==> config.mk <==
export PLATFORM = sky130hd
export DESIGN_NAME = turn_counting_cut_controller_core
export DESIGN_NICKNAME = d
export VERILOG_FILES = /design/src/rtl/tcc_pkg.sv /design/src/rtl/tcc_filter.sv /design/src/rtl/tcc_ctrl.sv /design/src/rtl/turn_counting_cut_controller_core.sv
export SDC_FILE = /design/constraint.sdc
export NUM_CORES = 1
export LEC_CHECK = 0
export BUFFER_PORTS_ARGS = -buffer_cell sky130_fd_sc_hd__buf_2
export CORE_UTILIZATION = 60
export CTS_BUF_LIST = sky130_fd_sc_hd__clkbuf_8
export CTS_CLUSTER_DIAMETER = 100
export CTS_CLUSTER_SIZE = 12
export DETAILED_ROUTE_END_ITERATION = 10
export PLACE_DENSITY_LB_ADDON = 0.05
export SLEW_MARGIN = 5
export SYNTH_ARGS = -nofsm -noshare
export SYNTH_HDL_FRONTEND = slang
export SYNTH_SLANG_ARGS = --single-unit
export TNS_END_PERCENT = 100
==> constraint.sdc <==
create_clock -name clk -period 4.13 [get_ports clk]
set_clock_uncertainty 0.05 [all_clocks]
set_input_delay 1.239 -clock clk [delete_from_list [all_inputs] [get_ports clk]]
set_output_delay 1.239 -clock clk [all_outputs]
set_load 0.01 [all_outputs]
==> src/rtl/tcc_pkg.sv <==
// tcc_pkg: shared types and constants for the turn counting cut controller
// word layouts for the sample and result channels, register codes, defaults
// no dependencies
`timescale 1ns / 1ps

package tcc_pkg;

  localparam int unsigned OnCountDef    = 20;
  localparam int unsigned OffCountDef   = 10;
  localparam int unsigned DelayScaleDef = 10;

  localparam int unsigned FiltW  = 5;
  localparam int unsigned CountW = 16;
  localparam int unsigned DelayW = 20;
  localparam int unsigned AddrW  = 4;
  localparam int unsigned DataW  = 32;

  typedef enum logic [1:0] {
    REG_TURN_TARGET   = 2'd0,
    REG_LINE_TARGET   = 2'd1,
    REG_RESTART_DELAY = 2'd2,
    REG_NONE          = 2'd3
  } tcc_reg_t;

  typedef enum logic {
    MODE_COUNT = 1'b0,
    MODE_WAIT  = 1'b1
  } tcc_mode_t;

  typedef struct packed {
    logic turn_pin;
    logic plus_one_pin;
    logic reset_pin;
  } tcc_in_t;

  typedef struct packed {
    logic              run;
    logic              cut;
    logic [CountW-1:0] turns_now;
    logic [CountW-1:0] lines_now;
    logic [CountW-1:0] rolls_now;
  } tcc_out_t;

  typedef struct packed {
    logic [CountW-1:0] turn_target;
    logic [CountW-1:0] line_target;
    logic [CountW-1:0] restart_delay;
  } tcc_cfg_t;

endpackage

==> src/rtl/tcc_filter.sv <==
// tcc_filter: up/down integrator debounce for the turn pin
// emits one turn event per falling debounced level; uses tcc_pkg
`timescale 1ns / 1ps

module tcc_filter #(
  parameter int unsigned ON_COUNT  = tcc_pkg::OnCountDef,
  parameter int unsigned OFF_COUNT = tcc_pkg::OffCountDef
) (
  input  logic clk,
  input  logic rst_n,
  input  logic step,
  input  logic turn_pin,
  output logic turn_event
);
  import tcc_pkg::*;

  localparam logic [FiltW-1:0] OnLvl  = FiltW'(ON_COUNT);
  localparam logic [FiltW-1:0] OffLvl = FiltW'(OFF_COUNT);

  logic [FiltW-1:0] level_r, level_nxt;
  logic             deb_r, deb_nxt;

  always_comb begin
    level_nxt  = level_r;
    deb_nxt    = deb_r;
    turn_event = 1'b0;
    if (turn_pin) begin
      if (level_r < OnLvl) begin
        level_nxt = level_r + 1'b1;
        if (level_nxt == OnLvl) deb_nxt = 1'b1;
      end
    end else if (level_r != '0) begin
      level_nxt = level_r - 1'b1;
      if (level_nxt == OffLvl && deb_r) begin
        deb_nxt    = 1'b0;
        turn_event = 1'b1;
      end
    end
  end

  always_ff @(posedge clk) begin
    if (!rst_n) begin
      level_r <= '0;
      deb_r   <= 1'b0;
    end else if (step) begin
      level_r <= level_nxt;
      deb_r   <= deb_nxt;
    end
  end

endmodule

==> src/rtl/tcc_ctrl.sv <==
// tcc_ctrl: run/delay control, turn counting, line and roll bookkeeping
// holds the controller state that forms the result word; uses tcc_pkg
`timescale 1ns / 1ps

module tcc_ctrl #(
  parameter int unsigned DELAY_SCALE = tcc_pkg::DelayScaleDef
) (
  input  logic              clk,
  input  logic              rst_n,
  input  logic              step,
  input  logic              turn_event,
  input  logic              plus_one_pin,
  input  logic              reset_pin,
  input  tcc_pkg::tcc_cfg_t cfg,
  output tcc_pkg::tcc_out_t result
);
  import tcc_pkg::*;

  localparam logic [DelayW-1:0] Scale = DelayW'(DELAY_SCALE);

  tcc_mode_t         mode_r, mode_nxt;
  logic [CountW-1:0] turns_r, turns_nxt;
  logic [CountW-1:0] lines_r, lines_nxt;
  logic [CountW-1:0] rolls_r, rolls_nxt;
  logic [DelayW-1:0] delay_r, delay_nxt;
  logic              cut_r, cut_nxt;
  logic              run_r, run_nxt;

  logic [CountW:0]   turn_inc;
  logic [CountW:0]   turn_limit;
  logic              count_hit;
  logic [DelayW-1:0] delay_load;

  // shared compare terms, next line count and restart delay load
  always_comb begin
    turn_inc   = {1'b0, (reset_pin ? '0 : turns_r)} + 1'b1;
    turn_limit = {1'b0, cfg.turn_target} + {{CountW{1'b0}}, plus_one_pin};
    count_hit  = (cfg.turn_target != '0) && turn_event && (turn_inc >= turn_limit);
    lines_nxt  = lines_r;
    if (mode_r == MODE_WAIT && reset_pin) lines_nxt = lines_r + 1'b1;
    delay_load = DelayW'({{(DelayW-CountW){1'b0}}, cfg.restart_delay} * Scale);
  end

  // next mode
  always_comb begin
    mode_nxt = mode_r;
    unique case (mode_r)
      MODE_COUNT: if (count_hit) mode_nxt = MODE_WAIT;
      MODE_WAIT:  if (reset_pin) mode_nxt = MODE_COUNT;
      default:    mode_nxt = MODE_COUNT;
    endcase
  end

  // datapath
  always_comb begin
    turns_nxt = reset_pin ? '0 : turns_r;
    cut_nxt   = reset_pin ? 1'b0 : cut_r;
    run_nxt   = run_r;
    delay_nxt = delay_r;
    rolls_nxt = rolls_r;

    if (turn_event) begin
      run_nxt = 1'b0;
    end else if (delay_r != '0) begin
      delay_nxt = delay_r - 1'b1;
      if (delay_nxt == '0) run_nxt = 1'b1;
    end

    unique case (mode_r)
      MODE_COUNT: begin
        if (cfg.turn_target != '0 && turn_event) begin
          if (count_hit) cut_nxt = 1'b1;
          turns_nxt = turn_inc[CountW] ? '1 : turn_inc[CountW-1:0];
        end
      end
      MODE_WAIT: begin
        if (reset_pin) begin
          if (lines_nxt == cfg.line_target) rolls_nxt = rolls_r + 1'b1;
          if (lines_nxt < cfg.line_target) delay_nxt = delay_load;
        end
      end
      default: ;
    endcase
  end

  always_ff @(posedge clk) begin
    if (!rst_n) begin
      mode_r  <= MODE_COUNT;
      turns_r <= '0;
      lines_r <= '0;
      rolls_r <= '0;
      delay_r <= '0;
      cut_r   <= 1'b0;
      run_r   <= 1'b0;
    end else if (step) begin
      mode_r  <= mode_nxt;
      turns_r <= turns_nxt;
      lines_r <= lines_nxt;
      rolls_r <= rolls_nxt;
      delay_r <= delay_nxt;
      cut_r   <= cut_nxt;
      run_r   <= run_nxt;
    end
  end

  assign result.run       = run_r;
  assign result.cut       = cut_r;
  assign result.turns_now = turns_r;
  assign result.lines_now = lines_r;
  assign result.rolls_now = rolls_r;

endmodule

==> src/rtl/turn_counting_cut_controller_core.sv <==
// turn_counting_cut_controller_core: top level of the turn counting cut controller
// input word register, register file, debounce filter and controller
// depends on tcc_pkg, tcc_filter, tcc_ctrl
//
// usage:
//   in_data carries one pin sample word (turn, plus-one, reset) per tick; it is
//   taken when in_valid is high and in_stall is low, into an input register.
//   the filter and controller update from that register unless held by out_stall,
//   and the result word (run, cut, turns, lines, rolls) appears on out_data with
//   out_valid once the controller state registers have taken that update.
//   throughput is one word per cycle while out_stall is low; the state update from
//   the input register into the controller state sets that figure.
//   while out_valid and out_stall are both high the result holds and the state
//   does not advance; once the input register is also full, in_stall goes high.
//   the three 16-bit registers sit at byte addresses 0, 4, 8 on the apb port
//   and should be written only while no word is in flight.
//   reset (rst_n low, synchronous) clears config, state and valid flags, not in_r.
`timescale 1ns / 1ps

module turn_counting_cut_controller_core #(
  parameter int unsigned ON_COUNT    = tcc_pkg::OnCountDef,
  parameter int unsigned OFF_COUNT   = tcc_pkg::OffCountDef,
  parameter int unsigned DELAY_SCALE = tcc_pkg::DelayScaleDef
) (
  input  logic                      clk,
  input  logic                      rst_n,
  input  logic                      in_valid,
  output logic                      in_stall,
  input  tcc_pkg::tcc_in_t          in_data,
  output logic                      out_valid,
  input  logic                      out_stall,
  output tcc_pkg::tcc_out_t         out_data,
  input  logic                      psel,
  input  logic                      penable,
  input  logic                      pwrite,
  input  logic [tcc_pkg::AddrW-1:0] paddr,
  input  logic [tcc_pkg::DataW-1:0] pwdata,
  output logic [tcc_pkg::DataW-1:0] prdata,
  output logic                      pready
);
  import tcc_pkg::*;

  tcc_in_t  in_r;
  logic     in_valid_r, in_valid_nxt;
  logic     out_valid_r, out_valid_nxt;
  logic     step;
  logic     turn_event;
  tcc_cfg_t cfg_r, cfg_nxt;
  tcc_reg_t reg_sel;
  logic     wr_en;

  // handshake
  assign step          = in_valid_r && (!out_valid_r || !out_stall);
  assign in_stall      = in_valid_r && !step;
  assign in_valid_nxt  = (in_valid && !in_stall) || (in_valid_r && !step);
  assign out_valid_nxt = step || (out_valid_r && out_stall);

  always_ff @(posedge clk) begin
    if (!rst_n) begin
      in_valid_r  <= 1'b0;
      out_valid_r <= 1'b0;
    end else begin
      in_valid_r  <= in_valid_nxt;
      out_valid_r <= out_valid_nxt;
    end
  end

  always_ff @(posedge clk) begin
    if (in_valid && !in_stall) in_r <= in_data;
  end

  // register file
  assign pready  = 1'b1;
  assign wr_en   = psel && penable && pwrite;
  assign reg_sel = tcc_reg_t'(paddr[AddrW-1:2]);

  always_comb begin
    cfg_nxt = cfg_r;
    if (wr_en) begin
      unique case (reg_sel)
        REG_TURN_TARGET:   cfg_nxt.turn_target   = pwdata[CountW-1:0];
        REG_LINE_TARGET:   cfg_nxt.line_target   = pwdata[CountW-1:0];
        REG_RESTART_DELAY: cfg_nxt.restart_delay = pwdata[CountW-1:0];
        default: ;
      endcase
    end
  end

  always_comb begin
    unique case (reg_sel)
      REG_TURN_TARGET:   prdata = DataW'(cfg_r.turn_target);
      REG_LINE_TARGET:   prdata = DataW'(cfg_r.line_target);
      REG_RESTART_DELAY: prdata = DataW'(cfg_r.restart_delay);
      default:           prdata = '0;
    endcase
  end

  always_ff @(posedge clk) begin
    if (!rst_n) cfg_r <= '0;
    else        cfg_r <= cfg_nxt;
  end

  tcc_filter #(
    .ON_COUNT  (ON_COUNT),
    .OFF_COUNT (OFF_COUNT)
  ) u_filter (
    .clk        (clk),
    .rst_n      (rst_n),
    .step       (step),
    .turn_pin   (in_r.turn_pin),
    .turn_event (turn_event)
  );

  tcc_ctrl #(
    .DELAY_SCALE (DELAY_SCALE)
  ) u_ctrl (
    .clk          (clk),
    .rst_n        (rst_n),
    .step         (step),
    .turn_event   (turn_event),
    .plus_one_pin (in_r.plus_one_pin),
    .reset_pin    (in_r.reset_pin),
    .cfg          (cfg_r),
    .result       (out_data)
  );

  assign out_valid = out_valid_r;

endmodule
Word-level counts from Yosys, hierarchy flattened
Cells that the tools add are included.
{"block": "op_classes", "add_sub_neg": 7, "n_mul": 1, "div": 0, "magnitude_cmp": 3, "n_eq_ne": 7, "n_shift": 0, "n_mux": 32, "n_bitwise": 1, "n_reduce_logical": 33}
{"operator": "two-way mux 20 bit", "n": 5}
{"operator": "two-way mux 16 bit", "n": 5}
{"operator": "case mux 16 bit (3 select lines)", "n": 1}
{"operator": "adder 16 x 1 -> 16 bit (second input constant)", "n": 2}
{"operator": "zero test 20 bit", "n": 1}
{"operator": "nonzero test 20 bit", "n": 1}
{"operator": "subtractor 20 x 1 -> 20 bit (second input constant)", "n": 1}
{"operator": "multiplier 16 x 3 -> 19 bit (second input constant)", "n": 1}
{"operator": "adder 16 x 1 -> 17 bit", "n": 1}
{"operator": "adder 16 x 1 -> 17 bit (second input constant)", "n": 1}
{"operator": "greater-or-equal comparator 17 bit", "n": 1}
{"operator": "two-way mux 1 bit", "n": 17}
{"operator": "equality test 16 bit", "n": 1}
{"operator": "< comparator 16 bit", "n": 1}
{"operator": "nonzero test 16 bit", "n": 1}
{"operator": "two-way mux 5 bit", "n": 3}
{"operator": "logical AND 1 bit", "n": 10}
{"operator": "nonzero test 2 bit", "n": 4}
{"operator": "AND reduction 2 bit", "n": 3}
{"operator": "AND reduction 3 bit", "n": 2}
{"operator": "adder 5 x 1 -> 5 bit (second input constant)", "n": 1}
{"operator": "equality test 5 x 4 -> 1 bit (second input constant)", "n": 1}
{"operator": "equality test 5 bit (second input constant)", "n": 1}
{"operator": "< comparator 5 bit (second input constant)", "n": 1}
{"operator": "other kinds (12)", "n": 18}
{"block": "totals", "regBits": 130, "latch_bits": 0, "ramBits": 0, "rom_bits": 0, "input_bits": 46, "n_memories": 0}

Depth between registers and ports, before layout
Gate-level depths: netlist of the first run.
{"block": "logic_depth", "depth_word": 11, "mapped_depth": 15}

Cells and area by module
A second synthesis of the first run with hierarchy kept.
{"block": "unflattened", "cells_unflattened": 1128, "hier_area_um2": 9116.2}
{"module": "tcc_ctrl", "instances": 1, "cells_per_inst": 810, "area_each_um2": 6168.4}
{"module": "turn_counting_cut_controller_core", "instances": 1, "cells_per_inst": 261, "area_each_um2": 2432.3}
{"module": "tcc_filter", "instances": 1, "cells_per_inst": 57, "area_each_um2": 515.5}

Worst setup path after synthesis of the first run
No wires, ideal clock.
{"block": "synth_timing", "path_type": "input port to output port", "from": "in paddr[2] (netlist name)", "to": "out prdata[10] (netlist name)", "t_arrival_ns": 2.519, "required_ns": 2.841, "setup_slack_ns": 0.322, "cell_stages": 4, "path_cell_list": "buf_1 -> buf_1 -> mux2i_1 -> o21ai_0"}
{"block": "synth_via", "elab_chain_cells": 2, "word_cells_on_any_way": 4}
{"element": "start: declaration", "line_no": "turn_counting_cut_controller_core.sv:36", "source": "input logic [tcc_pkg::AddrW-1:0] paddr,"}
{"element": "equality test 2 bit, or another cell as far along", "line_no": "turn_counting_cut_controller_core.sv:90", "source": "unique case (reg_sel)"}
{"element": "case mux 16 bit (3 select lines) (*)", "line_no": "turn_counting_cut_controller_core.sv:90"}
{"element": "end: declaration", "line_no": "turn_counting_cut_controller_core.sv:38", "source": "output logic [tcc_pkg::DataW-1:0] prdata,"}
Every way passes the cells marked *; elsewhere a longest branch is shown, timed or not.

Worst setup path in the final report of the first run
{"block": "layout_timing", "from": "reg u_ctrl.lines_r[0]", "to": "reg u_ctrl.delay_r[7]"}
{"block": "layout_via", "elab_chain_cells": 6}
{"element": "start: declaration", "line_no": "tcc_ctrl.sv:23", "source": "logic [CountW-1:0] lines_r, lines_nxt;"}
{"element": "start signal: assignment", "line_no": "tcc_ctrl.sv:98", "source": "lines_r <= lines_nxt;"}
{"element": "adder 16 x 1 -> 16 bit", "line_no": "tcc_ctrl.sv:40", "source": "if (mode_r == MODE_WAIT && reset_pin) lines_nxt = lines_r + 1'b1;"}
{"element": "two-way mux 16 bit", "line_no": "tcc_ctrl.sv:40"}
{"element": "net u_ctrl.lines_nxt[14]", "line_no": "tcc_ctrl.sv:23"}
{"element": "< comparator 16 bit", "line_no": "tcc_ctrl.sv:79", "source": "if (lines_nxt < cfg.line_target) delay_nxt = delay_load;"}
{"element": "two-way mux 20 bit", "line_no": "tcc_ctrl.sv:79"}
{"element": "two-way mux 20 bit", "line_no": "tcc_ctrl.sv:77", "source": "if (reset_pin) begin"}
{"element": "two-way mux 20 bit", "line_no": "tcc_ctrl.sv:69", "source": "unique case (mode_r)"}
{"element": "end signal: assignment", "line_no": "tcc_ctrl.sv:100", "source": "delay_r <= delay_nxt;"}
{"element": "end: declaration", "line_no": "tcc_ctrl.sv:25", "source": "logic [DelayW-1:0] delay_r, delay_nxt;"}
The timed path passes the listed nets, and every way through them passes these cells.
A chain may end at the register's enable or synchronous reset.

==> results of run 1 <==
metrics by stage:
step | total power [mW] | area [um^2] | setup WS [ps] | hold slack [ps] | std cells
floorplan | 2.245 | 8966 | 322.2 | 387.8 | 1167
global placement | 2.409 | 9449 | 238.3 | 400.7 | 1383
detailed placement | 2.423 | 9449 | 290.1 | 404.8 | 1383
CTS | 3.608 | 9889 | 227.0 | 415.4 | 1415
global route | 3.805 | 9902 | 52.03 | 443.9 | 1415
finish | 3.625 | 9902 | 246.5 | 414.2 | 1415
layout make-up:
| class | instances | share of cell area [%] |
|---|---|---|
| tap | 184 | 2.325 |
| clock inverter | 11 | 1.529 |
| clock buffer | 21 | 2.919 |
| multi-input combinational | 916 | 58.59 |
| timing repair buffer | 116 | 6.646 |
| inverter | 37 | 1.403 |
| sequential | 130 | 26.59 |
worst max-delay path, cell delays in order (launching register included):
cell and delay, ps:
dfxtp_1 440, ha_1 210, nand2_1 80, nor4_1 310
buf_4 190, nand4_1 200, nor2_1 200, xor2_1 90
ha_1 280, nand2_1 80, a2111oi_1 410, o32ai_1 200
nand4_1 180, buf_12 220, mux2_2 350, o221a_2 260
power by group:
group          internal, mW  switching, mW  total [mW]
sequential             1.32         0.0991        1.42
combinational         0.430          0.581        1.01
clock                 0.664          0.532        1.20
total                  2.41           1.21        3.62
per-layer routing:
metal | GRT usage (%) | wire length [um]
met1 | 43.50 | 10910
met2 | 47.40 | 10630
met4 | 9.262 | 476
met3 | 7.005 | 1688
met5 | 0 | 0
what timing repair did:
action	4_1_cts	5_1_grt
setup buffers	0	0
setup endpoints to repair	0	4
resized for setup	0	3
cell usage in the layout (no fill, tap or decap), drive strengths merged, types with 38 or more instances in the layout:
| cell | netlist | final |
|---|---|---|
| ha | 72 | 72 |
| a21oi | 100 | 100 |
| inv | 36 | 38 |
| buf | 35 | 116 |
| xnor2 | 51 | 51 |
| o21ai | 53 | 53 |
| nor2 | 79 | 79 |
| nand3 | 39 | 39 |
| nand2 | 187 | 187 |
| dfxtp | 127 | 127 |
path summary, 6_finish.rpt:
| path | startpoint | to | slack (ps) | cells past startpoint |
|---|---|---|---|---|
| max | u_ctrl.lines_r[0]$_SDFFE_PN0P_ | u_ctrl.delay_r[7]$_SDFFE_PN0P_ | 250 | 15 |
| min | u_ctrl.run_r$_SDFFE_PN0P_ | u_ctrl.run_r$_SDFFE_PN0P_ | 410 | 2 |
| max reg2reg | u_ctrl.lines_r[0]$_SDFFE_PN0P_ | u_ctrl.delay_r[7]$_SDFFE_PN0P_ | 250 | 15 |
| min reg2reg | u_ctrl.run_r$_SDFFE_PN0P_ | u_ctrl.run_r$_SDFFE_PN0P_ | 410 | 2 |
sequential cells by signal (all words and copies together) (netlist names):
name / count
cfg_r: 48
u_ctrl.delay_r: 20
u_ctrl.lines_r: 16
u_ctrl.rolls_r: 16
u_ctrl.turns_r: 16
u_filter.level_r: 5
in_r: 3
in_valid_r: 1
out_valid: 1
u_ctrl.cut_r: 1
u_ctrl.mode_r: 1
u_ctrl.run_r: 1
u_filter.deb_r: 1
cell families after synthesis:
logic type / after synthesis / synth area share [%]
multiplexers: 28 / 3.244
AO/OA/AOI/OAI: 241 / 16.82
adder cells (fa/ha/maj): 73 / 10.34
buffers and inverters: 121 / 6.151
flip-flops: 130 / 29.55
other: 2 / 0.08429
AND/OR/NAND/NOR: 470 / 25.26
XOR/XNOR: 87 / 8.552
==> impl_metrics.env, run 1 <==
export IMPL_seqCellArea_mm2=0.002633
export IMPL_grt_pass1_wl_um=36810
export IMPL_ys_warnings_count=0
export IMPL_relSlewSlack_pct=38.72
export IMPL_via_count=8506
export IMPL_clockRootBuffer="clkbuf_8"
export IMPL_syn_area_per_cell_um2=7.734
export IMPL_grt_max_degree=45
export IMPL_synthCells=1152
export IMPL_grt_overflow=0
export IMPL_synth_top_area_share_pct=28.54
export IMPL_antennaDiodeCount=0
export IMPL_finalSetupViolCount=0
export IMPL_power_density_mw_per_mm2=366.1
export IMPL_crit_required_ps=4420
export IMPL_p_leak_nw=4.111
export IMPL_holdBufCountCts=0
export IMPL_ys_top_cells_by_count="nand2_1 (186), dfxtp_1 (127), a21oi_1 (99)"
export IMPL_path_clk_slew_ps=80
export IMPL_coreArea_mm2=0.01453
export IMPL_min_period_ps=3884
export IMPL_place_hpwl_um=17140
export IMPL_ys_async_sr_fraction_pct=0
export IMPL_wl_um=23710
export IMPL_drive_gt1_share_pct=14.30
export IMPL_vdd_drop_max_uv=237.7
export IMPL_die_w_um=123.9
export IMPL_routabilityCongestion=0.8664
export IMPL_report_final_slew_viol_count=0
export IMPL_max_freq_mhz=257.5
export IMPL_ys_flop_type="dfxtp_1"
export IMPL_grt_use_total_pct=31.10
export IMPL_cts_buffers=17
export IMPL_cts_tree="yes"
export IMPL_maxCapViolCount=0
export IMPL_syn_cell_area_mm2=0.008910
export IMPL_synth_edff_count=3
export IMPL_tightest_slew_ps=917.8
export IMPL_synth_most_common_cell="nand2_1"
export IMPL_insertion_delay_ps=450
export IMPL_ys_seq_area_share_pct=29.55
export IMPL_io_buffers=95
export IMPL_clock_path_buffers=2
export IMPL_worstSetupStartpointType="register"
export IMPL_ys_types=76
export IMPL_drt_vias_per_instance=6.011
export IMPL_grt_antenna_before_repair=0
export IMPL_cp_max_fo=33
export IMPL_status="completed"
export IMPL_initial_utilization_pct=61.30
export IMPL_wire_per_inst_um=16.75
export IMPL_timing_setup_tns_ps=0
export IMPL_synth_seq_cells=130
export IMPL_hold_path_class="reg2reg"
export IMPL_fillers=1286
export IMPL_route_detailed_drc=0
export IMPL_die_height_um=123.9
export IMPL_multiInputGateArea_mm2=0.005802
export IMPL_worstPathArrival_ps=4170
export IMPL_syn_to_final_growth_pct=11.14
export IMPL_grt_pass1_vias=7338
export IMPL_ant_nets=0
export IMPL_final_nets=1337
export IMPL_final_hold_violation_count=0
export IMPL_die_area_mm2=0.01534
export IMPL_drt_pre_antenna_iters=5
export IMPL_synth_area_leaders="dfxtp_1 (29%), ha_1 (10%), nand2_1 (7.8%)"
export IMPL_h_tree_depth=4
export IMPL_io_pins=131
export IMPL_cts_sinks=130
export IMPL_drt_iter0_markers=725
export IMPL_rsz0062_at_grt="false"
export IMPL_yosys_area_top_type="dfxtp_1"
export IMPL_worstSetupEndpointType="register"
export IMPL_fp_row_count=44
export IMPL_utilization_pct=68.13
export IMPL_timing_final_crit_share_pct=94.03
export IMPL_path_class="reg2reg"
Power figures use the tool's default switching activity.
==> run 2, diff against run 1 <==
--- a/config.mk
+++ b/config.mk
@@ -6,7 +6,7 @@
 export NUM_CORES = 1
 export LEC_CHECK = 0
 export BUFFER_PORTS_ARGS = -buffer_cell sky130_fd_sc_hd__buf_2
-export CORE_UTILIZATION = 60
+export CORE_UTILIZATION = 54
 export CTS_BUF_LIST = sky130_fd_sc_hd__clkbuf_8
 export CTS_CLUSTER_DIAMETER = 100
 export CTS_CLUSTER_SIZE = 12
==> run 2 against run 1 <==
Effect of this change: sequential share of layout area barely moved; global-route usage fell by 2.1 points; worst setup slack improved by 37 ps; maximum frequency rose by 0.97%; total power fell by 2.7%; via count fell by 1.8%; first-iteration DRC count fell by 15%; die area rose by 11%; register-to-register slack improved by 40 ps; critical path depth did not move; worst hold slack improved by 8.0 ps; largest cell class unchanged; largest power group unchanged.
==> impl_metrics.env, run 2 (synthesized netlist as in run 1, its figures left out) <==
export IMPL_p_leak_nw=4.079
export IMPL_worstSetupStartpointType="register"
export IMPL_drt_vias_per_instance=5.771
export IMPL_largest_reg_flops=48
export IMPL_fp_row_count=46
export IMPL_drt_pre_antenna_iters=5
export IMPL_min_period_ps=3846
export IMPL_path_class="reg2reg"
export IMPL_rsz0062_at_grt="false"
export IMPL_h_tree_depth=4
export IMPL_clockRootBuffer="clkbuf_8"
export IMPL_worstPathArrival_ps=4140
export IMPL_power_density_mw_per_mm2=356.4
export IMPL_syn_to_final_growth_pct=11.02
export IMPL_drive_gt1_share_pct=14.46
export IMPL_vdd_drop_max_uv=327.5
export IMPL_place_hpwl_um=17640
export IMPL_min_path_cells=2
export IMPL_holdBufCountCts=0
export IMPL_grt_antenna_before_repair=0
export IMPL_io_buffers=95
export IMPL_wl_um=24160
export IMPL_cts_tree="yes"
export IMPL_route_detailed_drc=0
export IMPL_worstSetupEndpointType="register"
export IMPL_ant_nets=0
export IMPL_grtUsageMet2_pct=44.15
export IMPL_wire_per_inst_um=16.70
export IMPL_die_w_um=130.5
export IMPL_met3_usage_pct=5.822
export IMPL_antennaDiodeCount=0
export IMPL_drt_iter0_markers=619
export IMPL_routabilityCongestion=0.8817
export IMPL_report_final_slew_viol_count=0
export IMPL_die_height_um=130.5
export IMPL_fillers=1528
export IMPL_busiest_layer="met2"
export IMPL_via_count=8351
export IMPL_crit_required_ps=4430
export IMPL_cts_sinks=130
export IMPL_timing_final_crit_share_pct=93.13
export IMPL_final_hold_violation_count=0
export IMPL_timing_setup_tns_ps=0
export IMPL_die_area_mm2=0.01702
export IMPL_coreArea_mm2=0.01600
export IMPL_cts_buffers=17
export IMPL_top_register="cfg_r"
export IMPL_clock_path_buffers=2
export IMPL_use_met1_pct=41.49
export IMPL_grt_pass1_wl_um=38160
export IMPL_timing_final_ws_setup_ps=283.8
export IMPL_r2r_cells=15
export IMPL_relSlewSlack_pct=40.54
export IMPL_layout_commonest_cell="nand2_1"
export IMPL_maxCapViolCount=0
export IMPL_initial_utilization_pct=55.69
export IMPL_status="completed"
export IMPL_cp_max_fo=33
export IMPL_tightest_slew_ps=891.4
export IMPL_grt_overflow=0
export IMPL_final_nets=1337
export IMPL_p_total_mw=3.525
export IMPL_insertion_delay_ps=450
export IMPL_path_clk_slew_ps=90
export IMPL_max_freq_mhz=260.0
export IMPL_finalSetupViolCount=0
export IMPL_most_common_layout_cells="nand2_1 (186), dfxtp_1 (127), a21oi_1 (99), buf_2 (95), nor2_1 (79)"
export IMPL_reg_top3="cfg_r: 48 flops, u_ctrl.delay_r: 20 flops"
export IMPL_seqCellArea_mm2=0.002633
export IMPL_hold_path_class="reg2reg"
export IMPL_grt_pass1_vias=7383
export IMPL_grt_use_total_pct=29.02
export IMPL_multiInputGateArea_mm2=0.005811
export IMPL_io_pins=131
export IMPL_grt_max_degree=40
export IMPL_pre_cts_ws_ps=195.4
run 2: final cells by class:
class	instances	share of cell area [%]
clock inverters	15	1.606
well taps	216	2.732
inverters	37	1.417
multi-input cells	916	58.74
clock buffers	17	2.365
repair buffers	116	6.527
flip-flops and latches	130	26.61
run 2: metal layers:
layer | part of all wire, % | routed length (um)
met5 | 0 | 0
met3 | 5.7 | 1370
met4 | 1.7 | 416
met2 | 44 | 10720
met1 | 48 | 11650
run 2: per-stage QoR:
stage | hold slack [ps] | cells | util (%) | instance area, um^2
global route | 449.7 | 1447 | 61.82 | 9892
CTS | 424.2 | 1447 | 61.69 | 9871
floorplan | 387.8 | 1167 | - | 8966
finish | 422.2 | 1447 | 61.82 | 9892
detailed placement | 413.6 | 1415 | 59.24 | 9478
global placement | 401.4 | 1415 | 59.24 | 9478
run 2: worst paths after layout:
kind	startpoint	to	slack, ps
hold reg to reg	cfg_r[20]$_SDFFE_PN0P_	cfg_r[20]$_SDFFE_PN0P_	420
setup / recovery	u_ctrl.lines_r[0]$_SDFFE_PN0P_	u_ctrl.delay_r[7]$_SDFFE_PN0P_	280
hold / removal	cfg_r[20]$_SDFFE_PN0P_	cfg_r[20]$_SDFFE_PN0P_	420
setup reg to reg	u_ctrl.lines_r[0]$_SDFFE_PN0P_	u_ctrl.delay_r[7]$_SDFFE_PN0P_	280
run 2: power by group:
part / internal, mW / switching [mW] / total (mW) / leakage [nW]
clock network: 0.541 / 0.566 / 1.11 / 0.193
logic: 0.428 / 0.572 / 1.00 / 2.83
registers: 1.32 / 0.0996 / 1.42 / 1.06
run 2: worst max-delay path, stage by stage (launching register included):
cell	delay, ps
dfxtp_1	420
ha_1	210
nand2_1	100
nor4_2	300
buf_4	180
nand4_1	190
nor2_1	210
xor2_1	100
ha_1	280
nand2_1	80
a2111oi_1	400
o32ai_1	200
nand4_1	180
buf_12	210
mux2_2	350
o221a_2	260
run 2: what timing repair did:
action                                  CTS  global route
endpoints found under the hold margin     0             0
endpoints found under the setup margin    0             5
buffers inserted                          0             0
gates resized for setup                   0             5
==> run 3, diff against run 2 <==
--- a/config.mk
+++ b/config.mk
@@ -12,6 +12,7 @@
 export CTS_CLUSTER_SIZE = 12
 export DETAILED_ROUTE_END_ITERATION = 10
 export PLACE_DENSITY_LB_ADDON = 0.05
+export RECOVER_POWER = 100
 export SLEW_MARGIN = 5
 export SYNTH_ARGS = -nofsm -noshare
 export SYNTH_HDL_FRONTEND = slang
==> run 3 against run 2 <==
Effect of this change: critical endpoint unchanged; clock power about the same; critical path depth unchanged; largest cell class unchanged; highest routed layer unchanged; sequential share of layout area rose by 0.27 points.
==> impl_metrics.env, run 3 (synthesized netlist as in run 1, its figures left out) <==
export IMPL_timing_setup_tns_ps=0
export IMPL_pre_cts_ws_ps=195.4
export IMPL_h_tree_depth=4
export IMPL_r2r_cells=15
export IMPL_largest_reg_flops=48
export IMPL_top_register="cfg_r"
export IMPL_path_clk_slew_ps=90
export IMPL_min_delay_start="cfg_r[20]$_SDFFE_PN0P_"
export IMPL_internal_power_mw=2.286
export IMPL_power_density_mw_per_mm2=360.1
export IMPL_place_hpwl_um=17640
export IMPL_grt_max_degree=40
export IMPL_die_w_um=130.5
export IMPL_grt_pass1_vias=7383
export IMPL_cts_tree="yes"
export IMPL_timing_final_ws_setup_ps=291.9
export IMPL_ant_nets=0
export IMPL_p_leak_nw=3.761
export IMPL_syn_to_final_growth_pct=9.900
export IMPL_drive_gt1_share_pct=8.611
export IMPL_routabilityCongestion=0.8817
export IMPL_fp_row_count=46
export IMPL_grt_antenna_before_repair=0
export IMPL_min_path_cells=2
export IMPL_final_nets=1337
export IMPL_wire_per_inst_um=16.65
export IMPL_grt_use_total_pct=29.02
export IMPL_finalSetupViolCount=0
export IMPL_worstPathArrival_ps=4130
export IMPL_worstSetupEndpointType="register"
export IMPL_dp_cells=1415
export IMPL_insertion_delay_ps=450
export IMPL_r2r_start="u_ctrl.lines_r[0]$_SDFFE_PN0P_"
export IMPL_wl_um=24100
export IMPL_grt_pass1_wl_um=38160
export IMPL_final_hold_violation_count=0
export IMPL_clockRootBuffer="clkbuf_8"
export IMPL_via_count=8377
export IMPL_utilization_pct=61.20
export IMPL_tightest_slew_ps=1163
export IMPL_p_sw_share_pct=35.17
export IMPL_status="completed"
export IMPL_clock_path_buffers=2
export IMPL_timing_final_crit_share_pct=92.93
export IMPL_worstSetupStartpointType="register"
export IMPL_r2r_setup_slack_ps=290
export IMPL_vdd_drop_max_uv=331.8
export IMPL_min_period_ps=3838
export IMPL_die_area_mm2=0.01702
export IMPL_die_height_um=130.5
export IMPL_r2r_end="u_ctrl.delay_r[7]$_SDFFE_PN0P_"
export IMPL_max_freq_mhz=260.5
export IMPL_antennaDiodeCount=0
export IMPL_final_cells=1447
export IMPL_coreArea_mm2=0.01600
export IMPL_report_final_slew_viol_count=0
export IMPL_io_pins=131
export IMPL_maxCapViolCount=0
export IMPL_power_frac_comb_pct=28.3
export IMPL_holdPathEnd="cfg_r[20]$_SDFFE_PN0P_"
export IMPL_cts_sinks=130
export IMPL_cp_max_fo=33
export IMPL_power_switching_mw=1.240
export IMPL_crit_required_ps=4430
export IMPL_most_common_layout_cells="nand2_1 (186), dfxtp_1 (127), a21oi_1 (99), nor2_1 (79)"
export IMPL_pwr_share_clk_pct=31.5
export IMPL_drt_pre_antenna_iters=5
export IMPL_reg_top3="cfg_r: 48 flops, u_ctrl.delay_r: 20 flops"
export IMPL_pwr_share_seq_pct=40.2
export IMPL_path_class="reg2reg"
export IMPL_relSlewSlack_pct=22.49
export IMPL_layout_commonest_cell="nand2_1"
export IMPL_hold_path_class="reg2reg"
export IMPL_drt_vias_per_instance=5.789
export IMPL_grt_overflow=0
export IMPL_rsz0062_at_grt="false"
export IMPL_initial_utilization_pct=55.69
export IMPL_cts_buffers=17
export IMPL_drt_iter0_markers=679
export IMPL_cts_setup_buffers=0
export IMPL_route_detailed_drc=0
export IMPL_io_buffers=95
[run 3: cell types whose count changed in the layout (fill, tap and decap cells not counted)]
cell / before / now
buf_4: 20 / 16
buf_2: 95 / 25
clkbuf_1: 0 / 72
clkbuf_2: 0 / 2
clkinv_2: 4 / 3
clkinvlp_2: 0 / 1
[run 3: repair_timing]
item                       4_1_cts  5_1_grt
hold buffers                     0        0
setup endpoints to repair        0        5
gates resized for setup          0        5
[run 3: worst max-delay path by stage]
| stage | start | to | slack (ps) |
|---|---|---|---|
| after floorplan | paddr[2] | prdata[10] | 320 |
| after global placement | paddr[2] | prdata[15] | 210 |
| after detailed placement | paddr[2] | prdata[5] | 200 |
| after CTS | paddr[2] | prdata[5] | 180 |
| after global routing | u_ctrl.lines_r[0]$_SDFFE_PN0P_ | u_ctrl.delay_r[7]$_SDFFE_PN0P_ | 20 |
| final | u_ctrl.lines_r[0]$_SDFFE_PN0P_ | u_ctrl.delay_r[7]$_SDFFE_PN0P_ | 290 |
[run 3: cell type report]
cell class | instances | area, um^2
clock buffers | 17 | 234.0
clock inverters | 15 | 158.9
fillers | 1557 | 6208
inverters | 37 | 140.1
multi-input cells | 916 | 5811
flip-flops and latches | 130 | 2633
well taps | 216 | 270.3
repair buffers | 116 | 545.5
[run 3: critical path: stages, from the launching register on]
cell       delay, ps
dfxtp_1          430
ha_1             210
nand2_1          100
nor4_2           290
buf_4            180
nand4_1          190
nor2_1           210
xor2_1           100
ha_1             280
nand2_1           80
a2111oi_1        400
o32ai_1          200
nand4_1          180
buf_12           220
mux2_2           350
o221a_2          260
[run 3: power groups by stage]
stage	combinational (mW)	clock (mW)	sequential (mW)
5_1_grt	1.11	1.18	1.43
3_5_place_dp	0.981	0	1.44
4_1_cts	0.989	1.13	1.41
3_3_place_gp	0.974	0	1.44
6_report	0.998	1.11	1.42
2_1_floorplan	0.857	0	1.39
[run 3: stage by stage]
| step | power, mW | instance area [um^2] | hold WS, ps |
|---|---|---|---|
| after floorplan | 2.245 | 8966 | 387.8 |
| after global placement | 2.416 | 9478 | 401.4 |
| after detailed placement | 2.424 | 9478 | 413.6 |
| after CTS | 3.531 | 9871 | 424.2 |
| after global routing | 3.723 | 9792 | 449.7 |
| final | 3.526 | 9792 | 421.6 |
[run 3: metal layers]
metal	track usage, %	wire (um)	part of all wire (%)	up-vias
met5	0	0	0	-
met4	8.181	415	1.7	0
met3	5.822	1389	5.8	37
met2	44.15	10730	45	271
met1	41.49	11570	48	3872
li1	-	-	-	4197
